File: src/rtl/scfm_pkg.sv
// Shared types, constants and helpers for the sensor channel fault monitor.
package scfm_pkg;

	localparam int CHANNELS    = 3;
	localparam int SAMPLE_BITS = 16;
	localparam int LIMIT_BITS  = 15;
	localparam int COUNT_BITS  = 8;
	localparam int STATUS_BITS = 12;
	localparam int LSTAT_BITS  = 7;
	localparam int CFG_IDX_BITS = 4;

	localparam logic [1:0] MODE_OTHER = 2'd0;
	localparam logic [1:0] MODE_11    = 2'd1;
	localparam logic [1:0] MODE_33    = 2'd2;
	localparam logic [1:0] MODE_44    = 2'd3;

	localparam logic [CFG_IDX_BITS-1:0] CFG_ABS_LIMIT  = 4'd0;
	localparam logic [CFG_IDX_BITS-1:0] CFG_RATE_LIMIT = 4'd1;
	localparam logic [CFG_IDX_BITS-1:0] CFG_PKT_LIMIT  = 4'd2;
	localparam logic [CFG_IDX_BITS-1:0] CFG_CHAN_LIMIT = 4'd3;

	localparam logic [LIMIT_BITS-1:0] ABS_LIMIT_RST  = 15'd2560;
	localparam logic [LIMIT_BITS-1:0] RATE_LIMIT_RST = 15'd200;
	localparam logic [COUNT_BITS-1:0] PKT_LIMIT_RST  = 8'd20;
	localparam logic [COUNT_BITS-1:0] CHAN_LIMIT_RST = 8'd10;

	localparam logic [COUNT_BITS-1:0]  COUNT_MAX         = '1;
	localparam logic [STATUS_BITS-1:0] PACKET_LATCH_BITS = 12'h0DE0;

	typedef logic signed [SAMPLE_BITS-1:0] sample_t;

	typedef struct packed {
		logic pkt_fail;
		logic checking;
		logic mode33;
		logic advance;
	} ctl_t;

	typedef struct packed {
		logic [LIMIT_BITS-1:0] abs_limit;
		logic [LIMIT_BITS-1:0] rate_limit;
		logic [COUNT_BITS-1:0] chan_limit;
	} lim_t;

	function automatic logic [STATUS_BITS-1:0] chan_fail_bit(input int idx);
		logic [STATUS_BITS-1:0] bits;
		case (idx)
			0:       bits = 12'h100;
			1:       bits = 12'h400;
			2:       bits = 12'h800;
			default: bits = '0;
		endcase
		return bits;
	endfunction

endpackage

File: src/rtl/scfm_packet.sv
// Packet validity check and packet persistence counter.
module scfm_packet (
	input  logic                               clk,
	input  logic                               arst_n,
	input  logic                               advance,
	input  logic                               timeout,
	input  logic                               header_ok,
	input  logic                               checksum_ok,
	input  logic                               payload_ok,
	input  logic [1:0]                         mode,
	input  logic [scfm_pkg::COUNT_BITS-1:0]    pkt_limit,
	output scfm_pkg::ctl_t                     ctl,
	output logic                               pkt_latch
);

	logic [scfm_pkg::COUNT_BITS-1:0] cnt_q, cnt_inc, cnt_nxt;
	logic bad, checking;

	always_comb begin
		checking = (mode == scfm_pkg::MODE_11) || (mode == scfm_pkg::MODE_44);
		bad = timeout || !header_ok || !checksum_ok || !payload_ok;
		ctl.pkt_fail = bad && checking;
		ctl.checking = checking;
		ctl.mode33   = (mode == scfm_pkg::MODE_33);
		ctl.advance  = advance;
		cnt_inc = (cnt_q == scfm_pkg::COUNT_MAX) ? cnt_q : cnt_q + 1'b1;
		pkt_latch = ctl.pkt_fail && (cnt_inc >= pkt_limit);
		// clear on a good packet only while below the persistence count
		if (ctl.pkt_fail) begin
			cnt_nxt = cnt_inc;
		end else if (cnt_q < pkt_limit) begin
			cnt_nxt = '0;
		end else begin
			cnt_nxt = cnt_q;
		end
	end

	always_ff @(posedge clk or negedge arst_n) begin
		if (!arst_n) begin
			cnt_q <= '0;
		end else if (advance) begin
			cnt_q <= cnt_nxt;
		end
	end

endmodule

File: src/rtl/scfm_chan.sv
// One sensor channel: rate and absolute checks, substitution and failure count.
module scfm_chan (
	input  logic                  clk,
	input  logic                  arst_n,
	input  scfm_pkg::ctl_t        ctl,
	input  scfm_pkg::lim_t        lim,
	input  logic                  hold_flag,
	input  scfm_pkg::sample_t     sample,
	output scfm_pkg::sample_t     value,
	output logic                  abs_bit,
	output logic                  rate_bit,
	output logic                  latch,
	output logic                  subst
);

	scfm_pkg::sample_t held_q, val_in;
	logic [scfm_pkg::COUNT_BITS-1:0] cnt_q, cnt_inc, cnt_nxt;
	logic abs_q, abs_nxt;
	logic signed [scfm_pkg::SAMPLE_BITS:0] diff, val_x, alim_x;
	logic [scfm_pkg::SAMPLE_BITS:0] mag;
	logic oor;

	always_comb begin
		val_in = ctl.pkt_fail ? held_q : sample;
		val_x  = {val_in[scfm_pkg::SAMPLE_BITS-1], val_in};
		diff   = val_x - {held_q[scfm_pkg::SAMPLE_BITS-1], held_q};
		mag    = diff[scfm_pkg::SAMPLE_BITS] ? unsigned'(-diff) : unsigned'(diff);
		rate_bit = mag > {2'b00, lim.rate_limit};

		alim_x = signed'({2'b00, lim.abs_limit});
		oor = (val_x > alim_x) || (val_x < -alim_x);
		abs_bit = oor && (ctl.checking || ctl.mode33);
		// during switchover the flag keeps its value on a failure
		if (abs_bit) begin
			abs_nxt = hold_flag ? abs_q : 1'b1;
		end else begin
			abs_nxt = 1'b0;
		end

		subst = abs_nxt && ((!ctl.pkt_fail && ctl.checking) || ctl.mode33);
		cnt_inc = (cnt_q == scfm_pkg::COUNT_MAX) ? cnt_q : cnt_q + 1'b1;
		value = subst ? held_q : val_in;
		latch = subst && (cnt_inc >= lim.chan_limit);
		if (subst) begin
			cnt_nxt = cnt_inc;
		end else if (cnt_q < lim.chan_limit) begin
			cnt_nxt = '0;
		end else begin
			cnt_nxt = cnt_q;
		end
	end

	always_ff @(posedge clk or negedge arst_n) begin
		if (!arst_n) begin
			held_q <= '0;
			cnt_q  <= '0;
			abs_q  <= 1'b0;
		end else if (ctl.advance) begin
			held_q <= value;
			cnt_q  <= cnt_nxt;
			abs_q  <= abs_nxt;
		end
	end

endmodule

File: src/rtl/sensor_channel_fault_monitor_core.sv
// Sensor channel fault monitor: top level with input stage, result stage and config.
// Usage:
//   Input channel: in_valid / in_stall with the packet flags, mode, switchover
//   and three signed Q3.12 samples. Output channel: out_valid / out_stall with
//   the three substituted values, limit status, latched fail status, packet
//   failed and the sticky substitution flag. One result item per input item.
//   Config channel: cfg_valid / cfg_ready (always ready), cfg_index selects
//   abs_limit, rate_limit, packet_fail_limit or channel_fail_limit; other
//   indexes are ignored. Write config only while the block is idle.
//   An accepted item passes from the input register to the result register,
//   where out_valid rises; a stall on the output holds it in the input register.
//   Throughput: one item per cycle while out_stall is low; the checks for a
//   packet are combinational between the input register and the result register,
//   against per-channel held values that the previous item wrote at the same edge.
//   Reset clears held values, counters, latched status, sticky flag and both
//   stage valids, and loads the default limits.
//   A stall on the output holds the result; the input register then fills and
//   in_stall rises in the same cycle, so no item is dropped.
module sensor_channel_fault_monitor_core (
	input  logic                                  clk,
	input  logic                                  arst_n,
	input  logic                                  in_valid,
	output logic                                  in_stall,
	input  logic                                  timeout,
	input  logic                                  header_ok,
	input  logic                                  checksum_ok,
	input  logic                                  payload_ok,
	input  logic [1:0]                            mode,
	input  logic                                  switchover,
	input  logic signed [scfm_pkg::SAMPLE_BITS-1:0] sample_a,
	input  logic signed [scfm_pkg::SAMPLE_BITS-1:0] sample_b,
	input  logic signed [scfm_pkg::SAMPLE_BITS-1:0] sample_c,
	output logic                                  out_valid,
	input  logic                                  out_stall,
	output logic signed [scfm_pkg::SAMPLE_BITS-1:0] value_a,
	output logic signed [scfm_pkg::SAMPLE_BITS-1:0] value_b,
	output logic signed [scfm_pkg::SAMPLE_BITS-1:0] value_c,
	output logic [scfm_pkg::LSTAT_BITS-1:0]       limit_status,
	output logic [scfm_pkg::STATUS_BITS-1:0]      fail_status,
	output logic                                  packet_failed,
	output logic                                  substituted,
	input  logic                                  cfg_valid,
	output logic                                  cfg_ready,
	input  logic [scfm_pkg::CFG_IDX_BITS-1:0]     cfg_index,
	input  logic [scfm_pkg::LIMIT_BITS-1:0]       cfg_data
);

	localparam int N = scfm_pkg::CHANNELS;

	// config registers
	logic [scfm_pkg::LIMIT_BITS-1:0] abs_limit_q, rate_limit_q;
	logic [scfm_pkg::COUNT_BITS-1:0] pkt_limit_q, chan_limit_q;
	scfm_pkg::lim_t lim;

	// input stage
	logic valid_s1;
	logic timeout_s1, header_ok_s1, checksum_ok_s1, payload_ok_s1, switchover_s1;
	logic [1:0] mode_s1;
	scfm_pkg::sample_t smp_s1 [N];

	// result stage
	logic valid_s2;
	scfm_pkg::sample_t val_s2 [N];
	logic [scfm_pkg::LSTAT_BITS-1:0]  lstat_s2;
	logic [scfm_pkg::STATUS_BITS-1:0] fstat_s2;
	logic pfail_s2, subst_s2;

	// state
	logic [scfm_pkg::STATUS_BITS-1:0] latched_q, latched_nxt;
	logic sticky_q, sticky_nxt;

	logic advance, pkt_latch;
	scfm_pkg::ctl_t ctl;
	scfm_pkg::sample_t val_w [N];
	logic [N-1:0] abs_w, rate_w, latch_w, subst_w;
	logic [scfm_pkg::LSTAT_BITS-1:0] lstat_w;

	assign cfg_ready = 1'b1;
	assign advance   = valid_s1 && (!valid_s2 || !out_stall);
	assign in_stall  = valid_s1 && !advance;

	always_comb begin
		lim.abs_limit  = abs_limit_q;
		lim.rate_limit = rate_limit_q;
		lim.chan_limit = chan_limit_q;
	end

	always_ff @(posedge clk or negedge arst_n) begin
		if (!arst_n) begin
			abs_limit_q  <= scfm_pkg::ABS_LIMIT_RST;
			rate_limit_q <= scfm_pkg::RATE_LIMIT_RST;
			pkt_limit_q  <= scfm_pkg::PKT_LIMIT_RST;
			chan_limit_q <= scfm_pkg::CHAN_LIMIT_RST;
		end else if (cfg_valid) begin
			unique case (cfg_index)
				scfm_pkg::CFG_ABS_LIMIT:  abs_limit_q  <= cfg_data;
				scfm_pkg::CFG_RATE_LIMIT: rate_limit_q <= cfg_data;
				scfm_pkg::CFG_PKT_LIMIT:  pkt_limit_q  <= cfg_data[scfm_pkg::COUNT_BITS-1:0];
				scfm_pkg::CFG_CHAN_LIMIT: chan_limit_q <= cfg_data[scfm_pkg::COUNT_BITS-1:0];
				default: ;
			endcase
		end
	end

	always_ff @(posedge clk or negedge arst_n) begin
		if (!arst_n) begin
			valid_s1 <= 1'b0;
		end else if (!in_stall) begin
			valid_s1 <= in_valid;
		end
	end

	always_ff @(posedge clk) begin
		if (in_valid && !in_stall) begin
			timeout_s1     <= timeout;
			header_ok_s1   <= header_ok;
			checksum_ok_s1 <= checksum_ok;
			payload_ok_s1  <= payload_ok;
			mode_s1        <= mode;
			switchover_s1  <= switchover;
			smp_s1[0]      <= sample_a;
			smp_s1[1]      <= sample_b;
			smp_s1[2]      <= sample_c;
		end
	end

	scfm_packet u_packet (
		.clk         (clk),
		.arst_n      (arst_n),
		.advance     (advance),
		.timeout     (timeout_s1),
		.header_ok   (header_ok_s1),
		.checksum_ok (checksum_ok_s1),
		.payload_ok  (payload_ok_s1),
		.mode        (mode_s1),
		.pkt_limit   (pkt_limit_q),
		.ctl         (ctl),
		.pkt_latch   (pkt_latch)
	);

	for (genvar g = 0; g < N; g++) begin : g_chan
		scfm_chan u_chan (
			.clk       (clk),
			.arst_n    (arst_n),
			.ctl       (ctl),
			.lim       (lim),
			.hold_flag ((g == 0) ? switchover_s1 : 1'b0),
			.sample    (smp_s1[g]),
			.value     (val_w[g]),
			.abs_bit   (abs_w[g]),
			.rate_bit  (rate_w[g]),
			.latch     (latch_w[g]),
			.subst     (subst_w[g])
		);
	end

	always_comb begin
		latched_nxt = latched_q;
		if (pkt_latch) begin
			latched_nxt = latched_nxt | scfm_pkg::PACKET_LATCH_BITS;
		end
		lstat_w = '0;
		for (int i = 0; i < N; i++) begin
			if (latch_w[i]) begin
				latched_nxt = latched_nxt | scfm_pkg::chan_fail_bit(i);
			end
			lstat_w[i]     = abs_w[i];
			lstat_w[i + 4] = rate_w[i];
		end
		sticky_nxt = sticky_q || ctl.pkt_fail || (|subst_w);
	end

	always_ff @(posedge clk or negedge arst_n) begin
		if (!arst_n) begin
			latched_q <= '0;
			sticky_q  <= 1'b0;
			valid_s2  <= 1'b0;
		end else begin
			if (advance) begin
				latched_q <= latched_nxt;
				sticky_q  <= sticky_nxt;
			end
			// hold the result while the receiver stalls
			if (advance) begin
				valid_s2 <= 1'b1;
			end else if (!out_stall) begin
				valid_s2 <= 1'b0;
			end
		end
	end

	always_ff @(posedge clk) begin
		if (advance) begin
			for (int i = 0; i < N; i++) begin
				val_s2[i] <= val_w[i];
			end
			lstat_s2 <= lstat_w;
			fstat_s2 <= latched_nxt;
			pfail_s2 <= ctl.pkt_fail;
			subst_s2 <= sticky_nxt;
		end
	end

	assign out_valid     = valid_s2;
	assign value_a       = val_s2[0];
	assign value_b       = val_s2[1];
	assign value_c       = val_s2[2];
	assign limit_status  = lstat_s2;
	assign fail_status   = fstat_s2;
	assign packet_failed = pfail_s2;
	assign substituted   = subst_s2;

endmodule

File: config.mk
export PLATFORM = sky130hd
export DESIGN_NAME = sensor_channel_fault_monitor_core
export DESIGN_NICKNAME = d
export VERILOG_FILES = /design/src/rtl/scfm_pkg.sv /design/src/rtl/scfm_packet.sv /design/src/rtl/scfm_chan.sv /design/src/rtl/sensor_channel_fault_monitor_core.sv
export SDC_FILE = /design/constraint.sdc
export NUM_CORES = 1
export LEC_CHECK = 0
export ABC_CLOCK_PERIOD_IN_PS = 17000
export BUFFER_PORTS_ARGS = -buffer_cell sky130_fd_sc_hd__buf_4
export CORE_MARGIN = 2
export CORE_UTILIZATION = 35
export CTS_BUF_LIST = sky130_fd_sc_hd__clkbuf_4 sky130_fd_sc_hd__clkbuf_8
export CTS_CLUSTER_DIAMETER = 30
export DETAILED_ROUTE_END_ITERATION = 10
export REMOVE_ABC_BUFFERS = 1
export SYNTH_ARGS = -nofsm -noshare
export SYNTH_HDL_FRONTEND = slang
export SYNTH_SLANG_ARGS = --single-unit
File: constraint.sdc
create_clock -name clk -period 17 [get_ports clk]
set_input_delay 2.55 -clock clk [delete_from_list [all_inputs] [get_ports clk]]
set_output_delay 2.55 -clock clk [all_outputs]
set_load 0.05 [all_outputs]
==> impl_metrics.py, run 1 <==
metrics = {
    "run_status": {
        "outcome": "finished, final reports clean",
    },
    "timing": {
        "whs_ns": 0.4589,
        "finClkSkew_ns": 0.04180,
        "fin_tns_setup_ns": 0,
        "period_needed_ns": 6.471,
        "maxSlewHeadroom_pct": 30.36,
        "setup_viol": 0,
        "fmaxAchievable_ghz": 0.1545,
        "grt_setup_unrepaired": "false",
        "period_share_pct": 38.07,
        "worst_pin_slew_ns": 1.045,
        "hold_viol_final": 0,
        "slew_viol_final": 0,
    },
    "placed_design": {
        "dp_cells": 2790,
        "io_buffers": 142,
        "placed_area_sq_um": 20790,
        "place.gp.congestion": 0.9474,
        "hpwl_um": 40790,
    },
    "setup_path": {
        "startpoint": "timeout_s1",
        "worstSetupPathType": "register to register",
        "cp_cell_sequence": "nand4b_1 -> nand2_2 -> buf_4 -> o21ai_0 -> fa_1 -> a211oi_2 -> o21ai_1 -> nand3_1 -> a21boi_1 -> o21ai_0 -> a21boi_0 -> o31ai_1 -> buf_4 -> mux2_2 -> ha_1 -> nor2b_1 -> o21a_1 -> o21a_1 -> o21ai_0 -> a21oi_1 -> o31ai_1 -> a31oi_1 -> nor4b_1 -> nor2_1",
        "path_max_fanout": 67,
        "critPathArrivalTime_ns": 6.87,
        "cp.required_ns": 17.40,
        "start_kind": "register",
        "cpMostUsedCell": "o21ai_0",
        "end_kind": "register",
        "max_stage_delay_ns": 0.59,
        "crit_slowest_cell": "fa_1",
        "r2r_start": "timeout_s1",
    },
    "cts": {
        "ctsResizeCount": 0,
        "clkTransAtPathRegs_ns": 0.05,
        "cts_tree": "built",
        "htreeDepth": 3,
        "clockRootBuffer": "clkbuf_8",
        "clock_sinks": 253,
        "cts_setup_buffers": 0,
        "clock_path_buffers": 3,
        "numCtsBuffers": 70,
        "clock_latency_ns": 0.69,
        "cts_hold_buf": 0,
    },
    "finish": {
        "finish.instance_area_sq_um": 22460,
        "nNetsFinal": 2502,
        "stdcell_count": 2920,
        "n_antenna_cell": 0,
        "final_core_util_pct": 41.89,
        "syn2layout_area_growth_pct": 18.77,
        "drive_gt1_share_pct": 17.90,
    },
    "die": {
        "die-area_sq_um": 55890,
        "die_w_um": 236.4,
        "rows": 85,
        "coreArea_sq_um": 53600,
        "die_h_um": 236.4,
        "start_util_pct": 35.27,
        "pin_count": 151,
    },
    "global_route": {
        "antenna_found_initial": 0,
        "grt_overflow": 0,
        "grt_pass1_vias": 15410,
        "grt_usage_pct": 19.47,
        "grt_start_max_net_pins": 75,
        "grt_pass1_wl_um": 84840,
    },
    "detailed_routing": {
        "wl_um": 54380,
        "drt_iter0_drc": 1100,
        "drcViolationCount": 0,
        "firstDrtPassIters": 5,
        "avgRoutedWirePerCell_um": 18.62,
        "postRouteAntennaNets": 0,
        "vias": 15600,
        "via_per_inst": 5.341,
    },
    "power": {
        "power_leakage_nw": 10.05,
        "powerDensity_nw_per_um2": 197.1,
        "p_switching_mw": 1.980,
        "comb_power_share_pct": 58.8,
        "internal_power_mw": 2.446,
        "seq_power_share_pct": 19.8,
        "max-vdd-ir-drop_mv": 0.07864,
        "clkPwrFrac_pct": 21.4,
        "sw_frac_of_total_pct": 44.73,
    },
    "synthesis": {
        "yosys_warnings": 0,
        "synth_edf_count": 117,
        "yosys.area.top_type_share_pct": 18.58,
        "seq_area_frac_synth_pct": 36.64,
        "synth_area_leaders": "edfxtp_1 19%, dfrtp_1 17%, ha_1 17%, o21ai_0 3.8%, mux2_2 3.6%",
        "syn_area_per_cell_sq_um": 9.568,
        "synthCells": 1976,
        "yosysTopAreaCell": "edfxtp_1",
        "ys_types": 98,
        "async_flop_share_pct": 53.75,
        "netlist_area_sq_um": 18910,
        "synth-seq-cells": 253,
        "synthFlopType": "dfrtp_1",
    },
    "min_path": {
        "hold_path_class": "register to register",
        "min-delay-start": "latched_q[6]",
    },
    "job": {
        "drv_cap": 0,
    },
}
-- placed cells by master (no fill, tap or decap), drive strengths merged, types with 10 or more instances in the layout --
master / synthesis / final
bufinv: 0 / 10
nand4: 24 / 24
nor2: 136 / 136
o21a: 33 / 33
dfrtp: 127 / 127
o31ai: 10 / 10
ha: 254 / 254
a31oi: 16 / 16
a21o: 52 / 52
buf: 20 / 165
nor4: 12 / 12
nand3: 62 / 62
nand2b: 25 / 25
xor2: 24 / 24
a211oi: 20 / 20
or2: 14 / 14
nor2b: 36 / 36
nand2: 174 / 174
nor3: 31 / 31
xnor2: 58 / 58
clkinv: 1 / 28
inv: 137 / 143
edfxtp: 117 / 117
mux2: 81 / 81
o21ai: 151 / 151
clkbuf: 33 / 82
a21oi: 136 / 136
o211ai: 15 / 15
and3: 18 / 18
-- synthesized netlist by cell type, types with 10 or more instances --
| cell | n |
|---|---|
| mux2_2 | 61 |
| nor4_1 | 11 |
| a31oi_1 | 16 |
| inv_1 | 136 |
| edfxtp_1 | 117 |
| nand2b_1 | 25 |
| o21ai_0 | 142 |
| nand2_1 | 174 |
| nor3_1 | 29 |
| ha_1 | 254 |
| a21oi_1 | 134 |
| o31ai_1 | 10 |
| nor2_1 | 136 |
| nand3_1 | 62 |
| xnor2_1 | 58 |
| a211oi_1 | 19 |
| nand4_1 | 24 |
| and3_1 | 18 |
| nor2b_1 | 35 |
| o211ai_1 | 15 |
| buf_4 | 11 |
| o21a_1 | 33 |
| dfrtp_1 | 127 |
| mux2_1 | 20 |
| xor2_1 | 24 |
| a21o_1 | 51 |
| clkbuf_1 | 33 |
-- path summary, 6_finish.rpt --
| kind | to | slack, ns | cells after the start |
|---|---|---|---|
| max in group asynchronous | g_chan[1].u_chan.held_q[0] | 13.57 | 2 |
| setup reg to reg | limit_status[5] | 10.53 | 24 |
| hold / removal | latched_q[6] | 0.46 | 1 |
| min in group asynchronous | g_chan[2].u_chan.held_q[14] | 1.89 | 1 |
| setup / recovery | limit_status[5] | 10.53 | 24 |
| hold reg to reg | latched_q[6] | 0.46 | 1 |
-- power by group through the flow --
stage / sequential, mW / combinational [mW] / clock [mW]
floorplan: 0.987 / 1.81 / 0
global placement: 0.884 / 2.50 / 0
detailed placement: 0.888 / 2.57 / 0
CTS: 0.879 / 2.59 / 0.968
global route: 0.894 / 2.92 / 1.00
finish: 0.878 / 2.60 / 0.945
-- sequential cells by signal, indices dropped and copies added, names as in the netlist, 2 cells and up --
name / cells
rate_limit_q: 15
mode_s1: 2
u_packet.cnt_q: 8
smp_s1: 48
g_chan.u_chan.cnt_q: 24
fail_status: 6
g_chan.u_chan.held_q: 48
pkt_limit_q: 8
abs_limit_q: 15
val_s2: 48
limit_status: 6
latched_q: 6
chan_limit_q: 8
-- critical path: cells and delay by family, from the launching register on --
kind                     cells  cell delay [ns]
adder cells (fa/ha/maj)      2             0.88
buffers and inverters        2             0.78
AO/OA/AOI/OAI               13             2.46
AND/OR/NAND/NOR              6             1.31
flip-flops                   1             0.36
multiplexers                 1             0.35
-- stage by stage --
step / setup slack, ns / power [mW]
after floorplan: 10.31 / 2.799
after global placement: 10.74 / 3.385
after detailed placement: 10.58 / 3.455
after CTS: 10.49 / 4.435
after global routing: 9.865 / 4.818
final: 10.53 / 4.426
-- final cells by class --
type                    instances  area (sq um)
clock buffers                  82          1079
clock inverters                48         584.3
fillers                      5221         31150
inverters                     138         519.2
multi-input cells            1538         11230
flip-flops and latches        253          6928
well taps                     696         870.8
repair buffers                165          1242
-- kinds of logic after synthesis --
group	count (synthesis)	share of synthesized area [%]
AND/OR/NAND/NOR	585	15.43
AO/OA/AOI/OAI	518	17.57
adder cells (fa/ha/maj)	257	17.13
flip-flops	253	36.64
buffers and inverters	191	4.196
multiplexers	88	5.195
XOR/XNOR	82	3.799
other	2	0.03972
-- per-layer routing --
layer | global-route usage (%) | vias up | share of wire (%)
met5 | 0 | - | 0
met4 | 7.710 | 0 | 3.5
met3 | 4.143 | 108 | 5.1
met2 | 31.82 | 406 | 46
met1 | 25.09 | 7439 | 45
li1 | - | 7642 | -
(Power assumes the default switching activity.)
==> run 2, diff against run 1 <==
--- a/config.mk
+++ b/config.mk
@@ -5,7 +5,7 @@
 export SDC_FILE = /design/constraint.sdc
 export NUM_CORES = 1
 export LEC_CHECK = 0
-export ABC_CLOCK_PERIOD_IN_PS = 17000
+export ABC_CLOCK_PERIOD_IN_PS = 5900
 export BUFFER_PORTS_ARGS = -buffer_cell sky130_fd_sc_hd__buf_4
 export CORE_MARGIN = 2
 export CORE_UTILIZATION = 35
==> constraint.sdc (replaced) <==
create_clock -name clk -period 5.9 [get_ports clk]
set_input_delay 0.885 -clock clk [delete_from_list [all_inputs] [get_ports clk]]
set_output_delay 0.885 -clock clk [all_outputs]
set_load 0.05 [all_outputs]
==> run 2 against run 1 <==
Net effect:
- clock skew up 0.011 ns
- sequential share of layout area down 0.53 points
- die area did not move
- setup slack worse by 10 ns
- clock power rose to 3.2 times the previous value
- non-clock buffer count increased by 18
- global-route usage is 0.62 points higher
- utilization increased by 0.74 points
- routed wire length rose by 3.0%
- combinational power increased to 2.9 times the previous value
- critical path type unchanged
==> impl_metrics.py, run 2 (synthesis gave the netlist of run 1 again) <==
metrics = {
    "timing": {
        "worst_pin_slew_ns": 1.012,
        "hold_viol_final": 0,
        "period_share_pct": 93.99,
        "fmaxAchievable_ghz": 0.1803,
        "slew_viol_final": 0,
        "maxSlewHeadroom_pct": 32.52,
        "period_needed_ns": 5.545,
        "finClkSkew_ns": 0.05295,
        "setup_viol": 0,
    },
    "power": {
        "max-vdd-ir-drop_mv": 0.2160,
        "power_leakage_nw": 10.21,
        "powerDensity_nw_per_um2": 574.2,
    },
    "cts": {
        "cts_hold_buf": 0,
        "clockRootBuffer": "clkbuf_8",
        "htreeDepth": 3,
        "clock_latency_ns": 0.68,
        "clock_path_buffers": 3,
        "numCtsBuffers": 72,
        "clock_sinks": 253,
        "cts_tree": "built",
        "clkTransAtPathRegs_ns": 0.06,
    },
    "die": {
        "pin_count": 151,
        "die_h_um": 236.4,
        "start_util_pct": 35.27,
        "die_w_um": 236.4,
        "rows": 85,
        "coreArea_sq_um": 53600,
        "die-area_sq_um": 55890,
    },
    "detailed_routing": {
        "avgRoutedWirePerCell_um": 19.04,
        "drcViolationCount": 0,
        "postRouteAntennaNets": 0,
        "firstDrtPassIters": 7,
        "drt_iter0_drc": 1137,
        "vias": 15790,
        "via_per_inst": 5.369,
        "wl_um": 56000,
    },
    "setup_path": {
        "cp.required_ns": 6.29,
        "end_kind": "register",
        "max_stage_delay_ns": 0.46,
        "path_max_fanout": 5,
        "crit_slowest_cell": "fa_1",
        "critPathArrivalTime_ns": 5.93,
        "start_kind": "register",
        "worstSetupPathType": "register to register",
    },
    "placed_design": {
        "place.gp.congestion": 0.8989,
        "hpwl_um": 41500,
        "io_buffers": 142,
        "placed_area_sq_um": 20950,
    },
    "finish": {
        "fillers": 5215,
        "drive_gt1_share_pct": 19.11,
        "syn2layout_area_growth_pct": 20.85,
        "finish.instance_area_sq_um": 22850,
        "final_core_util_pct": 42.63,
        "top_regs": "g_chan.u_chan.held_q (48), smp_s1 (48), val_s2 (48)",
        "final_common_cell": "ha_1",
        "nNetsFinal": 2522,
        "layout_common_cells": "254 x ha_1, 178 x buf_4, 173 x nand2_1",
        "n_antenna_cell": 0,
    },
    "global_route": {
        "antenna_found_initial": 0,
        "grt_usage_pct": 20.09,
        "grt_pass1_vias": 15710,
        "grt_overflow": 0,
        "grt_start_max_net_pins": 96,
        "grt_pass1_wl_um": 87060,
    },
    "run_status": {
        "outcome": "finished, final reports clean",
    },
    "min_path": {
        "hold_path_class": "input port to async pin",
    },
    "job": {
        "drv_cap": 0,
    },
}
==> run 2: report_power, final <==
group          total (mW)  switching (mW)  internal [mW]
registers            2.54           0.219           2.32
clock network        3.06            1.06           1.99
logic                7.53            4.44           3.09
==> run 2: path summary, 6_finish.rpt <==
path | from | endpoint | slack, ns | cells past startpoint
max | timeout_s1 | limit_status[5] | 0.35 | 25
min | arst_n | g_chan[2].u_chan.held_q[13] | 0.38 | 1
max reg2reg | timeout_s1 | limit_status[5] | 0.35 | 25
min reg2reg | latched_q[5] | latched_q[5] | 0.46 | 1
max in group asynchronous | arst_n | rate_limit_q[6] | 4.31 | 2
min in group clk | sample_a[13] | smp_s1[0][13] | 0.38 | 1
==> run 2: cell type report <==
type / instances / area, sq um / area share (%)
clock inverter: 49 / 767.0 / 3.357
inverter: 138 / 519.2 / 2.272
timing repair buffer: 183 / 1410 / 6.171
sequential: 253 / 6928 / 30.32
tap: 696 / 870.8 / 3.811
clock buffer: 84 / 1100 / 4.813
multi-input combinational: 1538 / 11250 / 49.26
==> run 2: timing repair <==
action                     4_1_cts  5_1_grt
gates resized for setup          0       10
setup buffers                    0        0
setup endpoints to repair        0        3
==> run 2: metrics by stage <==
step / hold slack [ns] / std cells / setup WS [ns] / total power [mW] / setup TNS (ns)
2_1_floorplan: 0.4261 / 1929 / -0.7890 / 8.066 / -1.182
3_3_place_gp: 0.4434 / 2808 / 0.3807 / 9.752 / 0
3_5_place_dp: 0.4483 / 2808 / 0.2567 / 9.971 / 0
4_1_cts: 0.3219 / 2941 / 0.2242 / 13.14 / 0
5_1_grt: 0.3448 / 2941 / -0.0002824 / 14.28 / -0.0002824
6_report: 0.3784 / 2941 / 0.3546 / 13.12 / 0
==> run 2: critical path: cells and delay by family (launching register included) <==
kind | cells | cell delay, ns
simple gates | 6 | 1.11
mux | 2 | 0.62
buf+inv | 2 | 0.14
fa+ha+maj | 3 | 0.97
compound gates | 12 | 2.08
flops | 1 | 0.36
==> run 2: per-layer routing <==
layer | vias to the layer above | track usage, % | routed length [um]
li1 | 7705 | - | -
met1 | 7543 | 25.75 | 24830
met3 | 114 | 3.792 | 3138
met2 | 427 | 32.81 | 25890
met4 | 0 | 9.148 | 2139
met5 | - | 0 | 0
==> run 3, diff against run 2 <==
--- a/config.mk
+++ b/config.mk
@@ -5,7 +5,7 @@
 export SDC_FILE = /design/constraint.sdc
 export NUM_CORES = 1
 export LEC_CHECK = 0
-export ABC_CLOCK_PERIOD_IN_PS = 5900
+export ABC_CLOCK_PERIOD_IN_PS = 6680
 export BUFFER_PORTS_ARGS = -buffer_cell sky130_fd_sc_hd__buf_4
 export CORE_MARGIN = 2
 export CORE_UTILIZATION = 35
@@ -15,4 +15,5 @@
 export REMOVE_ABC_BUFFERS = 1
 export SYNTH_ARGS = -nofsm -noshare
 export SYNTH_HDL_FRONTEND = slang
+export SYNTH_HIERARCHICAL = 1
 export SYNTH_SLANG_ARGS = --single-unit
==> constraint.sdc (replaced) <==
create_clock -name clk -period 6.68 [get_ports clk]
set_input_delay 1.002 -clock clk [delete_from_list [all_inputs] [get_ports clk]]
set_output_delay 1.002 -clock clk [all_outputs]
set_load 0.01 [all_outputs]
==> run 3 against run 2 <==
Net effect:
- clock-buffer cell count increased by 6
- routed wire length decreased by 0.68%
- sequential share of layout area decreased by 0.42 points
- largest cell class unchanged
- sequential power decreased by 4%
- hold slack got worse by 0.085 ns
- first-iteration DRC count decreased by 7.7%
==> impl_metrics.py, run 3 <==
metrics = {
    "run_status": {
        "outcome": "finished, final reports clean",
    },
    "power": {
        "p_switching_mw": 5.571,
        "comb_power_share_pct": 62.5,
        "powerDensity_nw_per_um2": 531.7,
        "clkPwrFrac_pct": 17.9,
        "power_leakage_nw": 10.48,
        "seq_power_share_pct": 19.6,
        "internal_power_mw": 6.838,
        "sw_frac_of_total_pct": 44.90,
        "max-vdd-ir-drop_mv": 0.1958,
    },
    "synthesis": {
        "yosys.area.top_type_share_pct": 17.63,
        "synth-seq-cells": 255,
        "ys_types": 95,
        "synthFlopType": "dfrtp_1",
        "syn_area_per_cell_sq_um": 9.787,
        "seq_area_frac_synth_pct": 35.02,
        "synth_most_common_cell": "ha_1",
        "synth_edf_count": 117,
        "yosysTopAreaCell": "edfxtp_1",
        "netlist_area_sq_um": 19930,
        "yosys_warnings": 6,
        "synthCells": 2036,
        "synth_area_leaders": "edfxtp_1 18%, dfrtp_1 16%, ha_1 16%, mux2_2 6.3%, a21oi_1 4.0%",
        "async_flop_share_pct": 54.12,
        "synth_common_cells": "256 x ha_1, 190 x inv_1, 164 x nor2_1",
    },
    "cts": {
        "clkTransAtPathRegs_ns": 0.06,
        "clock_sinks": 255,
        "cts_hold_buf": 0,
        "numCtsBuffers": 68,
        "cts_setup_buffers": 0,
        "clockRootBuffer": "clkbuf_8",
        "cts_tree": "built",
        "clock_path_buffers": 3,
        "ctsResizeCount": 0,
        "clock_latency_ns": 0.65,
        "htreeDepth": 3,
    },
    "timing": {
        "fin_ws_ns": 0.8193,
        "maxSlewHeadroom_pct": 33.30,
        "slew_viol_final": 0,
        "fin_tns_setup_ns": 0,
        "setup_viol": 0,
        "fmaxAchievable_ghz": 0.1706,
        "finClkSkew_ns": 0.03678,
        "period_share_pct": 87.73,
        "grt_setup_unrepaired": "false",
        "worst_pin_slew_ns": 1.001,
        "period_needed_ns": 5.861,
        "hold_viol_final": 0,
    },
    "setup_path": {
        "start_kind": "register",
        "reg2regPathDepth": 23,
        "worstSetupPathType": "register to register",
        "path_max_fanout": 18,
        "cp.required_ns": 7.06,
        "r2r_end": "limit_status[6]",
        "r2r_start": "mode_s1[0]",
        "critPathArrivalTime_ns": 6.24,
        "rrSetupSlack_ns": 0.82,
        "end_kind": "register",
    },
    "die": {
        "die-area_sq_um": 58860,
        "coreArea_sq_um": 56390,
        "pin_count": 151,
        "start_util_pct": 35.34,
        "die_w_um": 242.6,
        "rows": 87,
        "die_h_um": 242.6,
    },
    "finish": {
        "top_regs": "g_chan.u_chan/held_q (48), smp_s1 (48), val_s2 (48)",
        "drive_gt1_share_pct": 20.57,
        "syn2layout_area_growth_pct": 17.11,
        "final_common_cell": "ha_1",
        "nNetsFinal": 2552,
        "stdcell_count": 3027,
        "layout_common_cells": "256 x ha_1, 190 x inv_1, 164 x nor2_1",
    },
    "global_route": {
        "grt_pass1_vias": 16070,
        "grt_overflow": 0,
        "grt_pass1_wl_um": 87770,
        "antenna_found_initial": 3,
        "grt_usage_pct": 18.85,
        "grt_start_max_net_pins": 92,
    },
    "detailed_routing": {
        "postRouteAntennaNets": 0,
        "drt_iter0_drc": 1050,
        "vias": 15930,
        "wl_um": 55620,
        "avgRoutedWirePerCell_um": 18.37,
        "firstDrtPassIters": 5,
        "via_per_inst": 5.264,
        "drcViolationCount": 0,
    },
    "min_path": {
        "hold_path_class": "input port to async pin",
    },
    "placed_design": {
        "dp_worst_setup_slack_ns": 0.8428,
        "io_buffers": 142,
        "hpwl_um": 42050,
        "dp_cells": 2900,
        "place.gp.congestion": 0.8940,
    },
    "job": {
        "drv_cap": 0,
    },
}
-- run 3: critical path, stage by stage, from the launching register on --
cell	delay, ns
edfxtp_1	0.49
and2_2	0.63
mux2_2	0.29
inv_1	0.07
ha_1	0.21
fa_1	0.45
nand2b_1	0.19
a21oi_1	0.24
o21ai_2	0.13
o21ai_0	0.32
a311o_1	0.26
nand2_1	0.08
a31oi_1	0.49
nor2_1	0.12
xnor2_1	0.16
ha_1	0.30
o21a_1	0.11
o21a_1	0.16
o21a_1	0.16
o21a_1	0.16
o211ai_1	0.17
a21oi_1	0.10
nand2b_1	0.15
a2bb2oi_1	0.13
-- run 3: how the worst max path moves through the flow --
| stage | start | to | slack (ns) | cells after the start |
|---|---|---|---|---|
| 2_1_floorplan | out_stall | g_chan[0].u_chan/held_q[0] | -0.81 | 3 |
| 3_3_place_gp | mode_s1[0] | limit_status[6] | 1.01 | 23 |
| 3_5_place_dp | mode_s1[0] | limit_status[4] | 0.84 | 23 |
| 4_1_cts | mode_s1[0] | limit_status[6] | 0.81 | 23 |
| 5_1_grt | mode_s1[0] | limit_status[6] | 0.38 | 23 |
| 6_report | mode_s1[0] | limit_status[6] | 0.82 | 23 |
-- run 3: per-layer routing --
layer / up-vias / track usage (%) / wire [um]
li1: 7731 / - / -
met1: 7742 / 25.79 / 26370
met2: 372 / 29.66 / 24960
met3: 88 / 3.129 / 2667
met4: 0 / 7.597 / 1630
met5: - / 0 / 0
-- run 3: through the flow --
step / utilization (%) / hold WS, ns / total power, mW / cell area, sq um
global route: 41.39 / 0.3126 / 13.56 / 23340
floorplan: - / 0.4252 / 8.184 / 19640
detailed placement: 38.66 / 0.4440 / 10.14 / 21800
CTS: 41.38 / 0.2824 / 12.47 / 23330
finish: 41.39 / 0.2939 / 12.41 / 23340
global placement: 38.66 / 0.4418 / 9.996 / 21800
-- run 3: final cells by class --
| type | instances | area, sq um |
|---|---|---|
| multi-input combinational | 1540 | 11960 |
| timing repair buffer | 157 | 1195 |
| clock buffer | 90 | 1170 |
| tap | 756 | 945.9 |
| fill | 5550 | 33050 |
| clock inverter | 36 | 364.1 |
| sequential | 255 | 6978 |
| antenna | 1 | 2.502 |
| inverter | 192 | 720.7 |
-- run 3: power by group through the flow --
stage | Combinational (mW) | Sequential [mW] | Clock, mW
after global placement | 7.55 | 2.44 | 0
after floorplan | 5.82 | 2.37 | 0
final | 7.75 | 2.43 | 2.22
after global routing | 8.71 | 2.48 | 2.36
after CTS | 7.75 | 2.44 | 2.28
after detailed placement | 7.68 | 2.46 | 0
-- run 3: logic make-up after synthesis --
kind of cell	synth area share, %
other cells	0.03769
simple gates	14.67
flops	35.02
mux	8.496
compound gates	14.84
buf+inv	5.243
fa+ha+maj	16.38
xor+xnor	5.312
